## config.mk

```make
export PLATFORM = sky130hd
export DESIGN_NAME = cfd_ctrl
export DESIGN_NICKNAME = d
export VERILOG_FILES = /design/src/rtl/cfd_pkg.sv /design/src/rtl/cfd_ctrl.sv
export SDC_FILE = /design/constraint.sdc
export NUM_CORES = 1
export LEC_CHECK = 0
export ABC_CLOCK_PERIOD_IN_PS = 1200
export BUFFER_PORTS_ARGS = -buffer_cell sky130_fd_sc_hd__buf_2
export CAP_MARGIN = 20
export CORE_UTILIZATION = 30
export CTS_CLUSTER_SIZE = 16
export DETAILED_ROUTE_END_ITERATION = 7
export MAX_ROUTING_LAYER = met4
export RECOVER_POWER = 50
export REMOVE_ABC_BUFFERS = 1
export SETUP_SLACK_MARGIN = 0.3
export SYNTH_ARGS = -nofsm -noshare
export SYNTH_HDL_FRONTEND = slang
export SYNTH_SLANG_ARGS = --single-unit
```

## constraint.sdc

```tcl
create_clock -name clk -period 1.2 [get_ports clk]
set_input_delay 0.06 -clock clk [delete_from_list [all_inputs] [get_ports clk]]
set_output_delay 0.06 -clock clk [all_outputs]
set_load 0.01 [all_outputs]
```

## src/rtl/cfd_pkg.sv

```systemverilog
// shared types, constants and tables for the compressor and echo block
// no dependencies
package cfd_pkg;

  localparam int MAX_DELAY_DEF   = 65536;
  localparam int CHANNELS_DEF    = 2;
  localparam int SAMPLE_BITS_DEF = 16;

  localparam int DB_PER_OCTAVE_Q8  = 1541;
  localparam int OCTAVE_PER_DB_Q16 = 10885;
  localparam int ONE_Q16           = 65536;
  localparam logic [15:0] FEEDBACK_RST = 16'd19661;

  localparam int APB_AW = 5;

  typedef enum logic [2:0] {
    REG_FX_ENABLE      = 3'd0,
    REG_COMP_THRESHOLD = 3'd1,
    REG_COMP_SLOPE     = 3'd2,
    REG_DELAY_LENGTH   = 3'd3,
    REG_DELAY_MIX      = 3'd4,
    REG_DELAY_FEEDBACK = 3'd5
  } reg_idx_t;

  typedef struct packed {
    logic              fx_enable;
    logic signed [6:0] comp_threshold_db;
    logic [15:0]       comp_slope;
    logic [15:0]       delay_length;
    logic [16:0]       delay_mix;
    logic [15:0]       delay_feedback;
  } cfg_t;

  typedef enum logic [3:0] {
    ST_CLEAR,
    ST_IDLE,
    ST_LEVEL,
    ST_ATT,
    ST_EXPO,
    ST_GAIN,
    ST_SCALE,
    ST_READ,
    ST_FBK,
    ST_WRITE,
    ST_WET,
    ST_OUT
  } state_t;

  typedef enum logic [2:0] {
    MUL_NONE,
    MUL_ATT,
    MUL_EXP,
    MUL_SCALE,
    MUL_FBK,
    MUL_DRY,
    MUL_WET
  } mul_op_t;

  typedef struct packed {
    logic    load_in;
    logic    load_level;
    mul_op_t mul_op;
    logic    load_gain;
    logic    mem_rd;
    logic    mem_wr;
    logic    load_out;
    logic    clr_step;
  } cmd_t;

  typedef struct packed {
    logic fx_on;
    logic comp_on;
    logic echo_on;
    logic out_free;
    logic clr_last;
  } sts_t;

  // 20*log10 of the mantissa 1 + f/32, Q8.8
  localparam logic [10:0] LOGT [32] = '{
    11'd0,    11'd68,   11'd135,  11'd199,  11'd262,  11'd323,  11'd382,  11'd440,
    11'd496,  11'd551,  11'd605,  11'd657,  11'd708,  11'd758,  11'd807,  11'd855,
    11'd902,  11'd947,  11'd992,  11'd1036, 11'd1080, 11'd1122, 11'd1163, 11'd1204,
    11'd1244, 11'd1284, 11'd1322, 11'd1360, 11'd1398, 11'd1435, 11'd1471, 11'd1506
  };

  // 2^(-j/32) in Q1.16
  localparam logic [16:0] EXPT [32] = '{
    17'd65536, 17'd64132, 17'd62757, 17'd61413, 17'd60097, 17'd58809, 17'd57549,
    17'd56316, 17'd55109, 17'd53928, 17'd52773, 17'd51642, 17'd50535, 17'd49452,
    17'd48392, 17'd47355, 17'd46341, 17'd45348, 17'd44377, 17'd43427, 17'd42495,
    17'd41583, 17'd40690, 17'd39817, 17'd38968, 17'd38132, 17'd37316, 17'd36517,
    17'd35734, 17'd34968, 17'd34219, 17'd33486
  };

endpackage

```

## src/rtl/cfd_ctrl.sv

```systemverilog
// sequencing state machine for the compressor and echo datapath
// depends on cfd_pkg
module cfd_ctrl (
  input  logic          clk,
  input  logic          rst_n,
  input  logic          in_valid,
  output logic          in_ready,
  input  cfd_pkg::sts_t sts,
  output cfd_pkg::cmd_t cmd
);
  cfd_pkg::state_t state_r, state_nxt;

  always_comb begin
    state_nxt = state_r;
    unique case (state_r)
      cfd_pkg::ST_CLEAR: if (sts.clr_last) state_nxt = cfd_pkg::ST_IDLE;
      cfd_pkg::ST_IDLE:  if (in_valid) state_nxt = cfd_pkg::ST_LEVEL;
      cfd_pkg::ST_LEVEL: begin
        priority if (!sts.fx_on)  state_nxt = cfd_pkg::ST_OUT;
        else if (sts.comp_on)     state_nxt = cfd_pkg::ST_ATT;
        else if (sts.echo_on)     state_nxt = cfd_pkg::ST_READ;
        else                      state_nxt = cfd_pkg::ST_OUT;
      end
      cfd_pkg::ST_ATT:   state_nxt = cfd_pkg::ST_EXPO;
      cfd_pkg::ST_EXPO:  state_nxt = cfd_pkg::ST_GAIN;
      cfd_pkg::ST_GAIN:  state_nxt = cfd_pkg::ST_SCALE;
      cfd_pkg::ST_SCALE: state_nxt = sts.echo_on ? cfd_pkg::ST_READ : cfd_pkg::ST_OUT;
      cfd_pkg::ST_READ:  state_nxt = cfd_pkg::ST_FBK;
      cfd_pkg::ST_FBK:   state_nxt = cfd_pkg::ST_WRITE;
      cfd_pkg::ST_WRITE: state_nxt = cfd_pkg::ST_WET;
      cfd_pkg::ST_WET:   state_nxt = cfd_pkg::ST_OUT;
      cfd_pkg::ST_OUT:   if (sts.out_free) state_nxt = cfd_pkg::ST_IDLE;
      default:           state_nxt = cfd_pkg::ST_IDLE;
    endcase
  end

  always_comb begin
    cmd      = '0;
    cmd.mul_op = cfd_pkg::MUL_NONE;
    in_ready = 1'b0;
    unique case (state_r)
      cfd_pkg::ST_CLEAR: cmd.clr_step = 1'b1;
      cfd_pkg::ST_IDLE: begin
        in_ready    = 1'b1;
        cmd.load_in = in_valid;
      end
      cfd_pkg::ST_LEVEL: cmd.load_level = 1'b1;
      cfd_pkg::ST_ATT:   cmd.mul_op = cfd_pkg::MUL_ATT;
      cfd_pkg::ST_EXPO:  cmd.mul_op = cfd_pkg::MUL_EXP;
      cfd_pkg::ST_GAIN:  cmd.load_gain = 1'b1;
      cfd_pkg::ST_SCALE: cmd.mul_op = cfd_pkg::MUL_SCALE;
      cfd_pkg::ST_READ:  cmd.mem_rd = 1'b1;
      cfd_pkg::ST_FBK:   cmd.mul_op = cfd_pkg::MUL_FBK;
      cfd_pkg::ST_WRITE: begin
        cmd.mem_wr = 1'b1;
        cmd.mul_op = cfd_pkg::MUL_DRY;
      end
      cfd_pkg::ST_WET:   cmd.mul_op = cfd_pkg::MUL_WET;
      cfd_pkg::ST_OUT:   cmd.load_out = sts.out_free;
      default: ;
    endcase
  end

  always_ff @(posedge clk) begin
    if (!rst_n) begin
      state_r <= cfd_pkg::ST_CLEAR;
    end else begin
      state_r <= state_nxt;
    end
  end
endmodule

```

# Word-level counts from Yosys, hierarchy flattened
# Index checks and enable logic that the tools add are counted.
# totals
register_bits	4
in_bits	8
out_inout_bits	11
wordCells	33
# classes
eq_ne	14
mux	16
reduce_logical	2
# ops
cell	n
$pmux 4 s12	1
$mux 4	6
$pmux 3 s6	1
$eq 4x3->1 const B	4
$eq 4x4->1 const B	4
$eq 4x2->1 const B	2
$mux 1	8
$ne 2x2->1 const B	3
$eq 4x1->1 const B	1
$logic_not 4->1	1
$reduce_and 3->1	1

# Logic depth before layout (Yosys ltp)
# depth
depth_word	4
ltp_mapped	4
ltp_nobuf	3

# Worst setup path after synthesis
# Ideal clock, no wire load.
# synth_timing
kind	reg-to-output
start	reg state_r[2]
end	out cmd[9] in the netlist's numbering
t_arrival_ns	1.044
required_ns	1.140
slack_ns	0.096
path_stages_with_launch	5
path_buffers	1
path_cell_list	dfxtp_1 > or2_1 > buf_6 > nor3_2 > and2_1
# synth_rtl
element	line	text
start, declared	cfd_ctrl.sv:11	cfd_pkg::state_t state_r, state_nxt;
start signal, assigned	cfd_ctrl.sv:66	state_r <= cfd_pkg::ST_CLEAR;
start signal, assigned	cfd_ctrl.sv:68	state_r <= state_nxt;
end, declared	cfd_ctrl.sv:9	output cfd_pkg::cmd_t cmd

==> flow_summary.toml <==
[final_layout]
top_register = "state_r"
diodes = 0
nFillCells = 119
nets = 89
fin_util = 0.536
largest_reg_flops = 4
reg.largest.list = "state_r (4)"
syn_to_final_growth_pct = 56.8
drive_above_1_share = 0.595

[yosys]
yosysTopAreaCell = "dfxtp_1"
netlist.area_leader.share = 0.198
synth-edff-count = 0
syn_avg_cell_area_um2 = 7.80
synth.most_common_cell = "dfxtp_1"
ys_types = 31
syn_inst = 52
syn_area_um2 = 405
synth-seq-area-share = 0.198
ys.flop_type = "dfxtp_1"
ys_ff_latch = 4
ys_async_sr_fraction = 0
netlist_top_cells_area = "dfxtp_1 (20%), a2111o_1 (8.3%), buf_6 (8.3%)"
synth.yosys.warnings = 0

[power_and_ir_drop]
ir_drop_mv = 1.04
p_leak_nw = 0.300
power_density_nw_per_um2 = 2230

[timing]
rsz0062_at_grt = "true"
timing.final.crit_share = 1.07
fin_worst_skew_ns = 0.00820
tightest_slew_ns = 0.170
setup_violations = 8
max_slew_margin = 0.886
fin_ws_ns = -0.0890
maxSlewViolCount = 0
finalHoldViolCount = 0
max_freq_mhz = 776
finalCriticalPeriod_ns = 1.29

[clocking]
cts_tree = "built"
clk_latency_ns = 0.24
cts_sinks = 4
cts-root-buf = "clkbuf_4"
clockBufferDepth = 2
cts_buffers = 3
cts-hold-fix-buffers = 0
htreeDepth = 1
path_clk_slew_ns = 0.04

[critical_path]
cp-start-kind = "flip-flop"
critPathMaxFanout = 6
crit_type = "reg2out"
r2r_setup_slack_ns = -0.04
cp.arrival_ns = 1.23
rr_startpoint = "state_r[1]$_SDFFE_PN0P_"
startpoint = "state_r[1]$_SDFFE_PN0P_"
reg2reg_to = "state_r[0]$_SDFFE_PN0P_"
end_kind = "output pin"
worstSetupEndpoint = "cmd[9]"
cp.required_ns = 1.14
reg2regPathDepth = 5

[floorplanning]
dieArea_um2 = 1500
start_util = 0.342
rows = 12
core_um2 = 1190
ioPinCount = 19
fp.dieH_um = 38.8
die_w_um = 38.8

[run_status]
violations = "setup timing"
status = "finished, violations left"

[flow_run]
max-cap-violations = 0

[routing]
ant_nets = 0
routed_via_density = 5.29
dr.pass1.iters = 4
wl_mm = 1.18
wl_per_cell_um = 12.7
drc = 0
drt_iter0_markers = 4
num_vias = 492

[placement]
gp_congestion = 0.833
hpwl_um = 771
portBuffers = 18
place_ws_ns = 0.0527

[grt]
grt-ovfl-total = 0
grt_start_max_net_pins = 9
grt_antenna_before_repair = 0
track_usage = 0.164
grt_pass1_vias = 386
grt_pass1_wl_mm = 1.61

[worst_hold_path]
min_path_type = "in2reg"
==> critical path, stage by stage, from the launching register on <==
cell and delay, ns:
dfxtp_4 0.36, or2_4 0.26, nor3_4 0.12, and2_1 0.14, buf_2 0.12
==> area by class of cell <==
cell class | count | area, um2 | area share
clock buffer | 3 | 22.5 | 0.0354
inverter | 4 | 15.0 | 0.0236
multi-input combinational | 39 | 294 | 0.463
sequential | 4 | 92.6 | 0.146
tap | 14 | 17.5 | 0.0276
timing repair buffer | 29 | 194 | 0.305
==> metal layers <==
layer,track usage,part of all wire
met3,0.0173,0.061
met2,0.263,0.53
met4,0.103,0
met1,0.194,0.40
met5,-,0
==> report_power, final <==
| part | internal (W) | total [W] | switching, W | leakage (nW) |
|---|---|---|---|---|
| combinational | 0.000491 | 0.000922 | 0.000431 | 0.251 |
| clock | 0.000113 | 0.000176 | 0.0000639 | 0.0138 |
| sequential | 0.000211 | 0.000320 | 0.000110 | 0.0353 |
==> worst min path at each step <==
stage | startpoint | end | cells after the start
finish | rst_n | state_r[1]$_SDFFE_PN0P_ | 3
global route | rst_n | state_r[1]$_SDFFE_PN0P_ | 3
CTS | rst_n | state_r[2]$_SDFFE_PN0P_ | 3
detailed placement | rst_n | state_r[2]$_SDFFE_PN0P_ | 3
global placement | rst_n | state_r[2]$_SDFFE_PN0P_ | 3
floorplan | rst_n | state_r[2]$_SDFFE_PN0P_ | 2
==> metrics by stage <==
stage / hold WS (ns) / instance area, um2 / power, W / TNS, ns / cells
after floorplan: 0.205 / 359 / 0.000695 / 0 / 47
after global placement: 0.356 / 504 / 0.000970 / 0 / 84
after detailed placement: 0.360 / 504 / 0.000965 / 0 / 84
after CTS: 0.0998 / 571 / 0.00127 / -0.471 / 90
after global routing: 0.114 / 636 / 0.00153 / -0.750 / 93
final: 0.108 / 636 / 0.00142 / -0.240 / 93
==> cells by family after synthesis <==
group                  after synthesis  synth area share
AND/OR/NAND/NOR                     24             0.349
AO/OA/AOI/OAI                       13             0.256
XOR/XNOR                             1            0.0216
flip-flops                           4             0.198
multiplexers                         1            0.0247
buffers and inverters                9             0.151
==> cells in the final DEF, fill, tap and decap left out, types with 2 or more instances in the layout <==
cell type,synthesis,routed
clkbuf_4,0,3
a2111o_1,3,3
a21oi_1,2,2
buf_6,3,5
buf_4,1,7
inv_2,2,2
nand2_1,3,3
inv_1,2,2
nand3_1,3,2
buf_2,1,17
and3_1,3,2
nor2_1,3,3
nand2b_1,2,2
dfxtp_4,0,3
o22ai_1,2,2
==> timing repair <==
item                                    CTS  global route
buffers inserted                          3             3
hold endpoints to repair                  0             0
pin swaps                                 5             7
endpoints found under the setup margin   15            15
resized for setup                         9             9
Note: power is estimated with default switching activity, not from simulation.
