**src/rtl/cfd_pkg.sv**
```systemverilog
// shared types, constants and tables for the compressor and echo block
// no dependencies
package cfd_pkg;

  localparam int MAX_DELAY_DEF   = 65536;
  localparam int CHANNELS_DEF    = 2;
  localparam int SAMPLE_BITS_DEF = 16;

  localparam int DB_PER_OCTAVE_Q8  = 1541;
  localparam int OCTAVE_PER_DB_Q16 = 10885;
  localparam int ONE_Q16           = 65536;
  localparam logic [15:0] FEEDBACK_RST = 16'd19661;

  localparam int APB_AW = 5;

  typedef enum logic [2:0] {
    REG_FX_ENABLE      = 3'd0,
    REG_COMP_THRESHOLD = 3'd1,
    REG_COMP_SLOPE     = 3'd2,
    REG_DELAY_LENGTH   = 3'd3,
    REG_DELAY_MIX      = 3'd4,
    REG_DELAY_FEEDBACK = 3'd5
  } reg_idx_t;

  typedef struct packed {
    logic              fx_enable;
    logic signed [6:0] comp_threshold_db;
    logic [15:0]       comp_slope;
    logic [15:0]       delay_length;
    logic [16:0]       delay_mix;
    logic [15:0]       delay_feedback;
  } cfg_t;

  typedef enum logic [3:0] {
    ST_CLEAR,
    ST_IDLE,
    ST_LEVEL,
    ST_ATT,
    ST_EXPO,
    ST_GAIN,
    ST_SCALE,
    ST_READ,
    ST_FBK,
    ST_WRITE,
    ST_WET,
    ST_OUT
  } state_t;

  typedef enum logic [2:0] {
    MUL_NONE,
    MUL_ATT,
    MUL_EXP,
    MUL_SCALE,
    MUL_FBK,
    MUL_DRY,
    MUL_WET
  } mul_op_t;

  typedef struct packed {
    logic    load_in;
    logic    load_level;
    mul_op_t mul_op;
    logic    load_gain;
    logic    mem_rd;
    logic    mem_wr;
    logic    load_out;
    logic    clr_step;
  } cmd_t;

  typedef struct packed {
    logic fx_on;
    logic comp_on;
    logic echo_on;
    logic out_free;
    logic clr_last;
  } sts_t;

  // 20*log10 of the mantissa 1 + f/32, Q8.8
  localparam logic [10:0] LOGT [32] = '{
    11'd0,    11'd68,   11'd135,  11'd199,  11'd262,  11'd323,  11'd382,  11'd440,
    11'd496,  11'd551,  11'd605,  11'd657,  11'd708,  11'd758,  11'd807,  11'd855,
    11'd902,  11'd947,  11'd992,  11'd1036, 11'd1080, 11'd1122, 11'd1163, 11'd1204,
    11'd1244, 11'd1284, 11'd1322, 11'd1360, 11'd1398, 11'd1435, 11'd1471, 11'd1506
  };

  // 2^(-j/32) in Q1.16
  localparam logic [16:0] EXPT [32] = '{
    17'd65536, 17'd64132, 17'd62757, 17'd61413, 17'd60097, 17'd58809, 17'd57549,
    17'd56316, 17'd55109, 17'd53928, 17'd52773, 17'd51642, 17'd50535, 17'd49452,
    17'd48392, 17'd47355, 17'd46341, 17'd45348, 17'd44377, 17'd43427, 17'd42495,
    17'd41583, 17'd40690, 17'd39817, 17'd38968, 17'd38132, 17'd37316, 17'd36517,
    17'd35734, 17'd34968, 17'd34219, 17'd33486
  };

endpackage

```
**src/rtl/cfd_regs.sv**
```systemverilog
// apb configuration registers
// depends on cfd_pkg
module cfd_regs (
  input  logic                       clk,
  input  logic                       rst_n,
  input  logic                       psel,
  input  logic                       penable,
  input  logic                       pwrite,
  input  logic [cfd_pkg::APB_AW-1:0] paddr,
  input  logic [31:0]                pwdata,
  output logic [31:0]                prdata,
  output logic                       pready,
  output cfd_pkg::cfg_t              cfg
);
  cfd_pkg::cfg_t cfg_r, cfg_nxt;
  logic [2:0]    idx;
  logic          wr;

  assign idx    = paddr[4:2];
  assign wr     = psel && penable && pwrite;
  assign pready = 1'b1;
  assign cfg    = cfg_r;

  always_comb begin
    cfg_nxt = cfg_r;
    if (wr) begin
      unique case (idx)
        cfd_pkg::REG_FX_ENABLE:      cfg_nxt.fx_enable = pwdata[0];
        cfd_pkg::REG_COMP_THRESHOLD: cfg_nxt.comp_threshold_db = pwdata[6:0];
        cfd_pkg::REG_COMP_SLOPE:     cfg_nxt.comp_slope = pwdata[15:0];
        cfd_pkg::REG_DELAY_LENGTH:   cfg_nxt.delay_length = pwdata[15:0];
        cfd_pkg::REG_DELAY_MIX:      cfg_nxt.delay_mix = pwdata[16:0];
        cfd_pkg::REG_DELAY_FEEDBACK: cfg_nxt.delay_feedback = pwdata[15:0];
        default: ;
      endcase
    end
  end

  always_comb begin
    unique case (idx)
      cfd_pkg::REG_FX_ENABLE:      prdata = {31'd0, cfg_r.fx_enable};
      cfd_pkg::REG_COMP_THRESHOLD: prdata = {25'd0, cfg_r.comp_threshold_db};
      cfd_pkg::REG_COMP_SLOPE:     prdata = {16'd0, cfg_r.comp_slope};
      cfd_pkg::REG_DELAY_LENGTH:   prdata = {16'd0, cfg_r.delay_length};
      cfd_pkg::REG_DELAY_MIX:      prdata = {15'd0, cfg_r.delay_mix};
      cfd_pkg::REG_DELAY_FEEDBACK: prdata = {16'd0, cfg_r.delay_feedback};
      default:                     prdata = 32'd0;
    endcase
  end

  always_ff @(posedge clk) begin
    if (!rst_n) begin
      cfg_r <= '{fx_enable: 1'b0, comp_threshold_db: 7'sd0, comp_slope: 16'd0,
                 delay_length: 16'd0, delay_mix: 17'd0,
                 delay_feedback: cfd_pkg::FEEDBACK_RST};
    end else begin
      cfg_r <= cfg_nxt;
    end
  end
endmodule

```
**config.mk**
```make
export PLATFORM = sky130hd
export DESIGN_NAME = cfd_regs
export DESIGN_NICKNAME = d
export VERILOG_FILES = /design/src/rtl/cfd_pkg.sv /design/src/rtl/cfd_regs.sv
export SDC_FILE = /design/constraint.sdc
export NUM_CORES = 1
export LEC_CHECK = 0
export ABC_AREA = 1
export BUFFER_PORTS_ARGS = -buffer_cell sky130_fd_sc_hd__buf_2
export CORE_ASPECT_RATIO = 0.7
export CORE_UTILIZATION = 35
export DETAILED_ROUTE_END_ITERATION = 12
export PLACE_DENSITY_LB_ADDON = 0.05
export SKIP_CTS_REPAIR_TIMING = 1
export SYNTH_ARGS = -nofsm -noshare
export SYNTH_HDL_FRONTEND = slang
export SYNTH_SLANG_ARGS = --single-unit
```
**constraint.sdc**
```tcl
create_clock -name clk -period 3.9 [get_ports clk]
set_clock_uncertainty 0.1 [all_clocks]
set_input_delay 0.78 -clock clk [delete_from_list [all_inputs] [get_ports clk]]
set_output_delay 0.78 -clock clk [all_outputs]
set_load 0.02 [all_outputs]
```
# Word level (Yosys, flattened, before mapping)
# Cells that the tools add are included.
[word_totals]
rom_bits = 0
output_inout_bits = 106
latchBits = 0
in_bits = 42
ramBits = 0
n_memories = 0
reg_bits = 73
[classes]
magnitude_cmp = 0
addsub = 0
n_mul = 0
mux = 1
reduce_logical = 9
n_div = 0
shift = 0
n_bitwise = 0
n_eq_ne = 5
[ops]
columns = ["cell", "n"]
rows = [
  ["$pmux W17 S6", 1],
  ["$reduce_and A2 Y1", 6],
  ["$eq A3 B2 Y1 const B", 2],
  ["$eq A3 B3 Y1 const B", 2],
  ["$eq A3 B1 Y1 const B", 1],
  ["$logic_not A3 Y1", 1],
  ["$logic_and A1 B1 Y1", 2],
]

# Depth between registers and ports, before layout
# Gate-level depths: netlist (run 1).
[logic_depth]
ltp_word = 3
depth_mapped = 9
depth_no_buf = 7

# Least setup slack after synthesis (run 1)
# OpenSTA, ideal clock, no wires.
[synth_timing]
kind = "input port to output port"
from = "input paddr[4] in the netlist's numbering"
to = "output prdata[10]"
slack_ns = 1.289
path_buffers = 2
t_arrival_ns = 1.731
path_stages = 7
path_cell_list = "buf_4 > inv_4 > nand2_1 > nor2_4 > buf_6 > nand2_1 > nand4_1"
[synth_between]
elab_chain_len = 2
word_cells_on_any_way = 7
[synth_lines]
columns = ["element", "line", "rtl"]
rows = [
  ["start, declared", "cfd_regs.sv:9", "input logic [cfd_pkg::APB_AW-1:0] paddr,"],
  ["$eq A3 B3 Y1 (tied with other cells)", "cfd_regs.sv:40", "unique case (idx)"],
  ["$pmux W17 S6 *", "cfd_regs.sv:40", ""],
  ["end, declared", "cfd_regs.sv:11", "output logic [31:0] prdata,"],
]
# Every way passes the cells marked *; elsewhere a longest branch is shown, timed or not.

# Worst setup path in the final report (run 1)
[layout_timing]
from = "input paddr[2] in the netlist's numbering"
to = "output prdata[12]"
# The elaborated chain is that of the path after synthesis.

==> results of run 1 <==
where the power goes:
| group | switching [mW] | internal, mW |
|---|---|---|
| clock network | 0.321 | 0.625 |
| logic | 0.142 | 0.0497 |
| registers | 0.00889 | 0.756 |
| total | 0.472 | 1.43 |
layout make-up:
class,count,area [sq um],area share (%)
clock buffers,11,233,4.95
clock inverters,5,104,2.21
inverters,40,153,3.25
multi-input cells,425,1930,41.0
flip-flops and latches,73,1460,31.1
well taps,148,185,3.94
repair buffers,123,638,13.6
cell families after synthesis:
| logic type | count (synthesis) |
|---|---|
| buffers and inverters | 92 |
| AND/OR/NAND/NOR | 400 |
| other | 2 |
| AO/OA/AOI/OAI | 9 |
| flip-flops | 73 |
Yosys cell counts (all sizes together):
cell,instances,share of area (%)
dfxtp,73,38
nand4,36,5.8
clkbuf,3,0.29
nand2,137,14
a21oi,1,0.13
conb,2,0.19
nand3,66,10
clkinv,1,0.097
o21ai,8,1.0
buf,49,9.9
and3,1,0.16
nor2,160,17
inv,39,3.8
critical path, stage by stage:
cell     delay, ps
buf_2          240
buf_4          270
nor2_4         460
nand2_1        200
nand4_1        140
buf_2          170
metal layers:
layer  GRT usage, %  up-vias  share of wire (%)
met5              0        -                  0
met2           29.3      142                 39
met3           4.76        9                7.6
met4           4.80        0               0.80
li1               -     1982                  -
met1           35.8     1812                 52
path summary, 6_finish.rpt:
check | slack [ps] | depth (start not counted) | to | start
min | 400 | 2 | cfg[32] | cfg[32]
max reg2reg | 3150 | 2 | cfg[11] | cfg[11]
min reg2reg | 400 | 2 | cfg[32] | cfg[32]
max | 740 | 6 | prdata[12] | paddr[2]
cell usage in the layout, fill, tap and decap left out, types with 2 or more instances in the layout:
master / instances
nor2_1: 151
nand2_1: 135
buf_2: 114
dfxtp_1: 73
nand3_1: 60
inv_1: 36
nand4_1: 36
conb_1: 16
clkbuf_16: 9
buf_4: 9
o21ai_0: 8
nor2_4: 7
nand3_4: 4
bufinv_16: 3
inv_2: 2
nand2_4: 2
nand3_2: 2
clkbuf_1: 2
==> flow_summary.toml, run 1 <==
[floorplan]
core_sq_mm = 0.0106
pin_count = 148
dieArea_sq_mm = 0.0115
die_h_um = 90.1
die_x_um = 128
initial_core_util_pct = 36.8
std_cell_rows = 31

[timing]
hold_violations = 0
finalCritPeriodShare_pct = 80.9
tightest_slew_ps = 828
finalMaxSlewViolations = 0
layout_min_cycle_time_ps = 3160
finalSetupViolCount = 0
hold_ws_ps = 397
relSlewSlack_pct = 44.8
rsz0062_at_grt = "no"
max_freq_ghz = 0.317
setup_slack_ps = 744
fin_setup_tns_ps = 0

[synth]
synth_simple_gate_area_share_pct = 46.9
syn_avg_cell_area_sq_um = 6.74
yosys_warnings = 0
synth_compound_area_share_pct = 1.16
synth_top_family_by_area = "simple AND/OR/NAND/NOR gates"
synth_xor_area_share_pct = 0
syn_inst = 576
synthAdderAreaFrac_pct = 0
yosysUniqueCellTypes = 24
ys_seq_area_share_pct = 37.6
synthMuxAreaShare_pct = 0
ys_ff_latch = 73
syn-cell-area_sq_mm = 0.00388

[finish]
largest_register_ff_count = 73
area_growth_pct = 21.0
n_antenna_cell = 0
finalNetCount = 714
design_area_sq_mm = 0.00470
layout.cells.non_filler = 825
final_core_util_pct = 44.6
nFillCells = 1160
drive_gt1_share_pct = 23.2

[route]
dr.pass1.iters = 4
routedWlPerCell_um = 15.2
viasPerCell = 4.78
vias = 3945
drt_iter0_drc = 217
drc = 0
ant_nets = 0
wl_um = 12500

[placement]
place_inst = 809
dpl_worst_slack_ps = 774
dpl-instance-area_sq_mm = 0.00437
gp_congestion = 0.882
hpwl_um = 9030
numPortBuffers = 114

[flow_run]
drv_cap = 0

[global_route]
grt_pass1_vias = 3410
grt_max_degree = 45
track_usage_pct = 22.3
antenna_found_initial = 0
grt_pass1_wl_um = 19400
overflow = 0

[setup_path]
critPathLaunchType = "primary input"
critPathArrivalTime_ps = 2280
cp-end-kind = "output pin"
crit_fanout = 22
crit_type = "in -> out"
worst_ep_required_time_ps = 3020

[clock_network]
htreeDepth = 3
clockBufferDepth = 2
clk_latency_ps = 340
cts_tree = "done"
cts.sink_count = 73
clkTransAtPathRegs_ps = 50
numCtsBuffers = 9
root_buffer = "clkbuf_16"

[worst_hold_path]
hold_class = "reg -> reg"

[power]
leakagePower_nw = 2.24
p_total_mw = 1.90
vdd_drop_max_v = 0.000238
powerDensity_mw_per_mm2 = 405

[outcome]
status = "completed"
Note: power is estimated with default switching activity, not from simulation.
==> inputs of run 2 (changes only) <==
==> constraint.sdc (replaced) <==
create_clock -name clk -period 2.6 [get_ports clk]
set_clock_uncertainty 0.1 [all_clocks]
set_input_delay 0.52 -clock clk [delete_from_list [all_inputs] [get_ports clk]]
set_output_delay 0.52 -clock clk [all_outputs]
set_load 0.02 [all_outputs]
==> run 2 against run 1 <==
Die area stayed put. Non-clock buffer count rose by 8. Combinational power grew 55%. Register-to-register slack got worse by 1300 ps. Critical endpoint is now prdata[3]. Largest cell class unchanged. Largest power group unchanged. Highest routed layer unchanged.
==> flow_summary.toml, run 2 (synthesis gave the netlist of run 1 again) <==
[timing]
max_freq_ghz = 0.432
finalCritPeriodShare_pct = 89.1
layout_min_cycle_time_ps = 2320
tightest_slew_ps = 586
rsz0062_at_grt = "no"
relSlewSlack_pct = 60.9
finalMaxSlewViolations = 0
fin_setup_tns_ps = 0
hold_violations = 0
finalSetupViolCount = 0

[floorplan]
core_sq_mm = 0.0106
die_h_um = 90.1
die_x_um = 128
initial_core_util_pct = 36.8
std_cell_rows = 31
pin_count = 148
dieArea_sq_mm = 0.0115

[clock_network]
root_buffer = "clkbuf_16"
htreeDepth = 3
clk_latency_ps = 330
cts.sink_count = 73
clockBufferDepth = 2
numCtsBuffers = 9
cts_tree = "done"
clkTransAtPathRegs_ps = 60

[finish]
finalNetCount = 722
nFillCells = 1134
area_growth_pct = 22.8
largest_register_ff_count = 73
final_cell_mix = "151 x nor2_1, 135 x nand2_1, 114 x buf_2"
layout.cells.non_filler = 833
drive_gt1_share_pct = 24.2
layout_commonest_cell = "nor2_1"
n_antenna_cell = 0

[route]
wl_um = 12500
drc = 0
viasPerCell = 4.69
drt_iter0_drc = 374
vias = 3908
dr.pass1.iters = 6
ant_nets = 0
routedWlPerCell_um = 15.0

[worst_hold_path]
hold_class = "in -> reg"

[power]
power.switching_uw = 708
p_total_mw = 2.82
pwr-share-comb_pct = 10.6
vdd_drop_max_v = 0.000264
leakagePower_nw = 2.28
power_frac_seq_pct = 40.7
p_int_mw = 2.11
powerDensity_mw_per_mm2 = 590
switching_share_pct = 25.1
power_frac_clock_pct = 48.7

[setup_path]
critPathArrivalTime_ps = 1700
cp-end-kind = "output pin"
crit_fanout = 16
critPathLaunchType = "primary input"
crit_type = "in -> out"
worst_ep_required_time_ps = 1980

[global_route]
grt_pass1_vias = 3547
track_usage_pct = 22.6
overflow = 0
grt_max_degree = 74
grt_pass1_wl_um = 19800
antenna_found_initial = 0

[placement]
gp_congestion = 0.890
place_inst = 817
numPortBuffers = 114
hpwl_um = 9190

[flow_run]
drv_cap = 0

[outcome]
status = "completed"
==> run 2: critical path, cell delays in order <==
cell and delay (ps):
buf_2 280, buf_4 290, nand4_1 120, nand2_1 170
inv_1 70, nand3_1 80, buf_2 160
==> run 2: routing by layer <==
metal,GRT usage (%),routed length [um],up-vias
li1,-,-,1993
met1,35.9,6740,1777
met3,4.88,796,6
met4,4.41,69,0
met5,0,0,-
met2,30.4,4880,132
==> run 2: per-stage QoR <==
stage	setup slack, ps	area (sq um)	util, %	hold WS, ps
global placement	290	4440	42.1	385
finish	283	4770	45.2	312
detailed placement	280	4440	42.1	392
CTS	281	4770	45.2	304
floorplan	509	3940	-	467
global route	174	4770	45.2	317
==> run 2: power by group through the flow <==
stage / registers [mW] / logic, mW / clock network (mW)
floorplan: 1.19 / 0.210 / 0
global placement: 1.17 / 0.292 / 0
detailed placement: 1.17 / 0.295 / 0
CTS: 1.15 / 0.296 / 1.40
global route: 1.15 / 0.324 / 1.45
finish: 1.15 / 0.297 / 1.37
==> run 2: area by class of cell <==
type | instances | area [sq um] | share of cell area (%)
multi-input combinational | 425 | 1930 | 40.4
inverter | 40 | 153 | 3.20
tap | 148 | 185 | 3.88
clock buffer | 12 | 256 | 5.38
timing repair buffer | 131 | 711 | 14.9
clock inverter | 4 | 75.1 | 1.57
sequential | 73 | 1460 | 30.6
==> run 2: path summary, 6_finish.rpt <==
check | startpoint | endpoint | slack, ps | cells after the start
worst max-delay path | paddr[2] | prdata[3] | 280 | 7
worst min-delay path | pwdata[14] | cfg[14] | 310 | 3
worst max register to register | cfg[61] | cfg[61] | 1860 | 2
worst min register to register | cfg[32] | cfg[32] | 400 | 2
==> inputs of run 3 (changes only) <==
--- a/config.mk
+++ b/config.mk
@@ -8,7 +8,7 @@
 export ABC_AREA = 1
 export BUFFER_PORTS_ARGS = -buffer_cell sky130_fd_sc_hd__buf_2
 export CORE_ASPECT_RATIO = 0.7
-export CORE_UTILIZATION = 35
+export CORE_UTILIZATION = 45
 export DETAILED_ROUTE_END_ITERATION = 12
 export PLACE_DENSITY_LB_ADDON = 0.05
 export SKIP_CTS_REPAIR_TIMING = 1
==> run 3 against run 2 <==
Fmax shrank 2.1%. Critical path depth up 2. Count of clock-buffer cells in the layout increased by 2. Final cell count is 6.0% lower. Sequential share of layout area rose by 0.60 points. Die area decreased by 22%. First-iteration DRC count down 15%. Critical path type unchanged.
==> flow_summary.toml, run 3 (synthesis gave the netlist of run 1 again) <==
[outcome]
status = "completed"

[worst_hold_path]
hold_class = "in -> reg"
hold_end = "cfg[2]"
hp-start = "pwdata[2]"
holdPathStages = 3

[route]
wl_um = 11400
vias = 3960
met2_length_um = 4430
drc = 0
dr_wl_met3_um = 947
ant_nets = 0
highest_layer = "met4"
dr.pass1.iters = 5
routedWlPerCell_um = 14.6
viasPerCell = 5.06
drt_iter0_drc = 319
drt-met1-wl_um = 5960

[timing]
fin_setup_tns_ps = 0
relSlewSlack_pct = 64.4
hold_violations = 0
rsz0062_at_grt = "no"
max_freq_ghz = 0.423
finalMaxSlewViolations = 0
layout_min_cycle_time_ps = 2370
tightest_slew_ps = 533
finalCritPeriodShare_pct = 91.0
finalSetupViolCount = 0

[finish]
nFillCells = 810
layout_commonest_cell = "nor2_1"
final_core_util_pct = 57.7
largest_register_ff_count = 73
layout.cells.non_filler = 783
finalNetCount = 719
area_growth_pct = 20.4
final_cell_mix = "151 x nor2_1, 135 x nand2_1, 114 x buf_2"
drive_gt1_share_pct = 23.8
n_antenna_cell = 0

[power]
leakagePower_nw = 2.26
powerDensity_mw_per_mm2 = 579
vdd_drop_max_v = 0.000353

[clock_network]
cts_tree = "done"
clockBufferDepth = 2
cts.sink_count = 73
clk_latency_ps = 330
htreeDepth = 3
root_buffer = "clkbuf_16"
clkTransAtPathRegs_ps = 50
numCtsBuffers = 9

[floorplan]
pin_count = 148
core_sq_mm = 0.00811
dieArea_sq_mm = 0.00902
initial_core_util_pct = 47.9
die_h_um = 79.7
std_cell_rows = 27
die_x_um = 113

[setup_path]
cp-end-kind = "output pin"
worst_ep_required_time_ps = 1980
crit_fanout = 12
crit_type = "in -> out"
critPathArrivalTime_ps = 1750
r2r_cells = 2
critPathLaunchType = "primary input"
regToRegEndpoint = "cfg[45]"
reg2reg_from = "cfg[45]"
ff2ff_setup_slack_ps = 1850

[placement]
numPortBuffers = 114
place_inst = 767
hpwl_um = 8510
gp_congestion = 0.916

[global_route]
grt_pass1_vias = 3435
overflow = 0
track_usage_pct = 26.7
grt_pass1_wl_um = 18100
grt_max_degree = 33
antenna_found_initial = 0

[flow_run]
drv_cap = 0
## run 3: cell count changes in the layout (fill, tap and decap cells not counted)
cell	delta
clkbuf_8	+1
clkinv_2	+1
clkinvlp_4	-2
bufinv_16	-1
clkbuf_1	+1
buf_4	-4
buf_12	+1
## run 3: cell type report
class / instances / area, sq um / area share, %
Multi-Input combinational cell: 425 / 1930 / 41.2
Clock buffer: 14 / 274 / 5.86
Inverter: 40 / 153 / 3.26
Sequential cell: 73 / 1460 / 31.2
Clock inverter: 2 / 35.0 / 0.749
Timing Repair Buffer: 128 / 701 / 15.0
Tap cell: 101 / 126 / 2.70
## run 3: stage by stage
step	power (mW)	setup WS (ps)	area (sq um)	hold slack (ps)
2_1_floorplan	1.40	509	3940	467
3_3_place_gp	1.46	251	4370	385
3_5_place_dp	1.46	241	4370	386
4_1_cts	2.72	245	4680	312
5_1_grt	2.80	85.9	4680	335
6_report	2.71	233	4680	317
## run 3: how the worst max path moves through the flow
| stage | from | endpoint | slack, ps | depth (start not counted) |
|---|---|---|---|---|
| detailed placement | paddr[4] | prdata[11] | 240 | 7 |
| CTS | paddr[4] | prdata[11] | 240 | 7 |
| floorplan | paddr[4] | prdata[10] | 510 | 7 |
| finish | paddr[3] | prdata[1] | 230 | 9 |
| global placement | paddr[4] | prdata[11] | 250 | 7 |
| global route | paddr[4] | prdata[11] | 90 | 7 |
## run 3: layer usage
layer / global-route usage, % / vias to the layer above
li1: - / 1982
met1: 42.0 / 1784
met2: 35.6 / 182
met3: 5.77 / 12
met4: 6.84 / 0
met5: 0 / -
## run 3: where the power goes
part	internal (mW)	switching, mW	total [mW]
registers	1.13	0.0130	1.15
clock network	0.820	0.450	1.27
logic	0.0808	0.211	0.292
## run 3: critical path: stages
cell     delay, ps
buf_2          180
inv_2          210
nand2_1         90
nor2_2         350
nand2_1         90
nand2_1         70
inv_1           40
nand2_1         40
buf_2          150
